`src/rtl/longest_common_substring_length_macros.svh`:
```
// Assertion helpers for the longest common substring length block.
// Both sample on aclk and are held off while aresetn is low.
`ifndef LONGEST_COMMON_SUBSTRING_LENGTH_MACROS_SVH
`define LONGEST_COMMON_SUBSTRING_LENGTH_MACROS_SVH

// Property that must hold in every cycle.
`define LCSL_ASSERT_ALWAYS(lbl, expr, msg) \
    lbl: assert property (@(posedge aclk) disable iff (!aresetn) (expr)) else $error(msg);

// Consequent must hold in the cycle after the antecedent.
`define LCSL_ASSERT_NEXT(lbl, ante, cons, msg) \
    lbl: assert property (@(posedge aclk) disable iff (!aresetn) (ante) |=> (cons)) \
        else $error(msg);

`endif

```
`src/rtl/lcsl_pkg.sv`:
```
package lcsl_pkg;

    // Default capacity of the first-string store
    localparam int unsigned MAX_LEN_DEF = 1024;

    localparam int unsigned CH_W      = 8;
    localparam int unsigned LENGTH_W  = 11;
    localparam int unsigned M_TDATA_W = 16;

    // Meaning of the input tuser bit
    localparam logic MODE_FIRST  = 1'b0;
    localparam logic MODE_SECOND = 1'b1;

    // Commands from controller to datapath
    typedef struct packed {
        logic load;   // store a first-string byte
        logic start;  // latch a second-string byte and arm the row walk
        logic issue;  // walk one row entry (datapath stops at index zero)
        logic emit;   // load the result register and clear the runs
    } cmd_t;

    // Status from datapath to controller
    typedef struct packed {
        logic walk_done;  // row walk finished and pipeline drained
        logic walk_last;  // byte under walk closed the second string
        logic out_free;   // result register can take a new value
    } stat_t;

endpackage

```
`src/rtl/lcsl_ctrl.sv`:
```
module lcsl_ctrl (
    input  logic            aclk,
    input  logic            aresetn,
    input  logic            s_valid,
    input  logic            s_mode,
    input  lcsl_pkg::stat_t stat,
    output logic            s_ready,
    output lcsl_pkg::cmd_t  cmd
);

    localparam logic [1:0] ST_IDLE = 2'd0;
    localparam logic [1:0] ST_WALK = 2'd1;
    localparam logic [1:0] ST_FIN  = 2'd2;

    logic [1:0] state_reg;
    logic [1:0] state_next;
    logic       take;

    assign s_ready = (state_reg == ST_IDLE);
    assign take    = s_ready && s_valid;

    // Command decode
    always_comb begin
        cmd       = '0;
        cmd.load  = take && (s_mode == lcsl_pkg::MODE_FIRST);
        cmd.start = take && (s_mode == lcsl_pkg::MODE_SECOND);
        cmd.issue = (state_reg == ST_WALK);
        cmd.emit  = (state_reg == ST_FIN) && stat.out_free;
    end

    // Next state
    always_comb begin
        state_next = state_reg;
        unique case (state_reg)
            ST_IDLE: begin
                if (cmd.start) begin
                    state_next = ST_WALK;
                end
            end
            ST_WALK: begin
                if (stat.walk_done) begin
                    state_next = stat.walk_last ? ST_FIN : ST_IDLE;
                end
            end
            ST_FIN: begin
                if (stat.out_free) begin
                    state_next = ST_IDLE;
                end
            end
            default: begin
                state_next = ST_IDLE;
            end
        endcase
    end

    always_ff @(posedge aclk) begin
        if (!aresetn) begin
            state_reg <= ST_IDLE;
        end else begin
            state_reg <= state_next;
        end
    end

endmodule

```
`config.mk`:
```
export PLATFORM = sky130hd
export DESIGN_NAME = lcsl_ctrl
export DESIGN_NICKNAME = d
export VERILOG_FILES = /design/src/rtl/longest_common_substring_length_macros.svh /design/src/rtl/lcsl_pkg.sv /design/src/rtl/lcsl_ctrl.sv
export SDC_FILE = /design/constraint.sdc
export NUM_CORES = 1
export LEC_CHECK = 0
export BUFFER_PORTS_ARGS = -buffer_cell sky130_fd_sc_hd__buf_4
export CELL_PAD_IN_SITES_DETAIL_PLACEMENT = 0
export CELL_PAD_IN_SITES_GLOBAL_PLACEMENT = 1
export CORE_AREA = 4 4 41 43
export CTS_BUF_LIST = sky130_fd_sc_hd__clkbuf_8
export CTS_CLUSTER_DIAMETER = 60
export DETAILED_ROUTE_END_ITERATION = 7
export DIE_AREA = 0 0 45 47
export PLACE_DENSITY_LB_ADDON = 0.1
export SETUP_SLACK_MARGIN = 0.5
export SYNTH_ARGS = -nofsm -noshare
export SYNTH_HDL_FRONTEND = slang
export SYNTH_SLANG_ARGS = --single-unit
```
`constraint.sdc`:
```
create_clock -name aclk -period 1.3 [get_ports aclk]
set_clock_uncertainty 0.2 [all_clocks]
set_input_delay 0.13 -clock aclk [delete_from_list [all_inputs] [get_ports aclk]]
set_output_delay 0.13 -clock aclk [all_outputs]
set_load 0.01 [all_outputs]
```
==> impl_results.md <==
- Layout Nets: 40
- Type of the tightest min-delay check: input port to register
- Core Util, Final: 0.242
- Cells after DPL: 41
- Clock transition at the registers of the reported paths: 0.03 ns
- Warnings, synthesis: 0
- Worst setup SP type: register
- Sw Pwr: 0.0654 mW
- Worst-Skew Late Latency: 0.21 ns
- Int Pwr: 0.295 mW
- Die H: 47 microns
- DR pass1 iterations: 4
- Failing checks: negative hold slack
- P_leak: 0.139 nW
- Post-route DRC: 0
- Root Buffer Master: clkbuf_8
- Crit Path Class: register to output port
- HPWL after DPL: 335 microns
- Via count: 169
- Cell Chain, Critical Path: nor4b_2, buf_4
- Register bit total from synthesis: 2
- Syn nets: 22
- GRT Total Usage: 0.0512
- Sw frac: 0.181
- Combinational fraction of design power: 0.158
- Final worst-path cycle share: 0.990
- Worst hold slack: -0.0300 ns
- Final setup fails: 0
- CTS tree: built
- Final non-filler cell total: 46
- Clock power share: 0.656
- Vias in the first global route: 187
- Max cap viols: 0
- Max-slew violations: 0
- H-Tree Level Count: 1
- N_diodes: 0
- Status: finished with violations
- Post-Route Setup TNS: 0 ns
- Netlist cell types: 12
- Endpoints failing hold: 2
- First-pass GRT wire length: 724 microns
- FMAX: 777 MHz
- Layout cells sized above 1: 0.677
- Pin count of the biggest net entering global routing: 9
- Max reg flops: 2
- Post-Syn Instances: 15
- Final Cell Area: 315 sq um
- Area of the mapped netlist: 124 sq um
- Crit end category: output port
- IO Count: 12
- Starting density of the core: 0.0952
- WL final: 432 microns
- Unrepaired setup endpoints after global routing: true
- Max VDD drop: 0.496 mV
- CP max stage cell: dfxtp_4
- CP arrival: 0.96 ns
- Number of vias per cell: 3.67
- Clock Path Buffers: 2
- Die X: 45 microns
- Crit-path max cell delay: 0.36 ns
- Die area: 2120 sq um
- TritonCTS Buffers: 3
- Sequential-to-total area share from yosys stat: 0.323
- GPL Wtd Cong: 0.608
- Overall power: 0.361 mW
- Sequential share of power: 0.186
- Initial antenna violation count: 0
- Dpl cell area: 241 sq um
- Worst slew pin tran: 0.183 ns
- Post-route antenna net violation count: 0
- Relative slew slack: 0.878
- Area grow syn2layout: 155%
- Worst Path Required: 0.97 ns
- Mean Syn Cell Area: 8.26 sq um
- DP Worst Slack: 0.144 ns
- CP top delay family: flip-flops
- Period minus WS final: 1.29 ns
- Congestion Overflow GR: 0
- PD cells: 1140 nW/um^2
- Routed len/inst: 9.39 microns
- Crit path max fanout: 7
- Core box area: 1300 sq um
- CP Buf/Inv Count: 1
- Row Count: 13
- Clk sink count: 2
- IO buf count: 11
- Final worst setup slack: 0.0133 ns
- DR iter-0 viols: 3
## final cells by class
class	instances	area, sq um
fillers	154	986
repair buffers	13	105
multi-input cells	13	103
flip-flops and latches	2	47.5
clock buffers	3	41.3
well taps	15	18.8
## worst min-delay path, cell delays in order
cell and delay [ns]:
buf_4 0.11, nand2b_1 0.06, a21oi_1 0.04
## layer usage
metal  part of all wire  GRT usage  wire (microns)
met4                  0     0.0526               0
met3               0.15     0.0383              63
met5                  0          0               0
met2               0.47     0.0678             201
met1               0.39     0.0497             167
## cell families (layout without fill, tap and decap cells)
kind of cell	Yosys count	after routing	share of synthesized area
AO/OA/AOI/OAI	2	2	0.101
buffers and inverters	0	16	0
flip-flops	2	2	0.323
AND/OR/NAND/NOR	11	11	0.576
## power groups by stage
stage          Combinational, mW  Sequential, mW  Clock (mW)
2_1_floorplan             0.0186          0.0690           0
5_1_grt                   0.0628          0.0682       0.254
6_report                  0.0569          0.0670       0.237
3_3_place_gp              0.0482          0.0703           0
3_5_place_dp              0.0483          0.0705           0
4_1_cts                   0.0512          0.0687       0.246
## synth_stat cells (all sizes together)
master | instances | area, sq um
a21boi | 1 | 7.51
a21oi | 1 | 5.00
and2b | 1 | 7.51
and3 | 1 | 6.26
dfxtp | 2 | 40.0
nand2 | 1 | 3.75
nand2b | 2 | 12.5
nand3b | 1 | 7.51
nand4b | 1 | 8.76
nor2 | 2 | 7.51
nor4b | 1 | 8.76
or3b | 1 | 8.76
## cells in the final DEF (no fill, tap or decap)
cell	netlist	routed
nand4b_1	1	1
a21oi_1	1	1
nor2_4	0	1
buf_6	0	2
nand2_1	1	1
and2b_1	1	1
or3b_1	1	1
nor4b_2	0	1
a21boi_1	1	1
clkbuf_8	0	3
and3_4	0	1
buf_4	0	11
nand2b_1	2	2
dfxtp_4	0	2
nor2_1	2	1
nand3b_1	1	1
## final timing paths
kind	startpoint	endpoint	slack (ns)	cells after the start
max	state_reg[1]	cmd[3]	0.01	2
min	aresetn	state_reg[0]	-0.03	3
max reg2reg	state_reg[1]	state_reg[1]	0.17	2
min reg2reg	state_reg[1]	state_reg[0]	0.36	2
## timing repair
item                                    CTS  global route
resized for setup                         1             4
endpoints found under the hold margin     2             2
pin swaps                                 3             3
buffers inserted                          1             1
endpoints found under the setup margin    7             7
No activity file was read; power rests on OpenSTA's default activity.
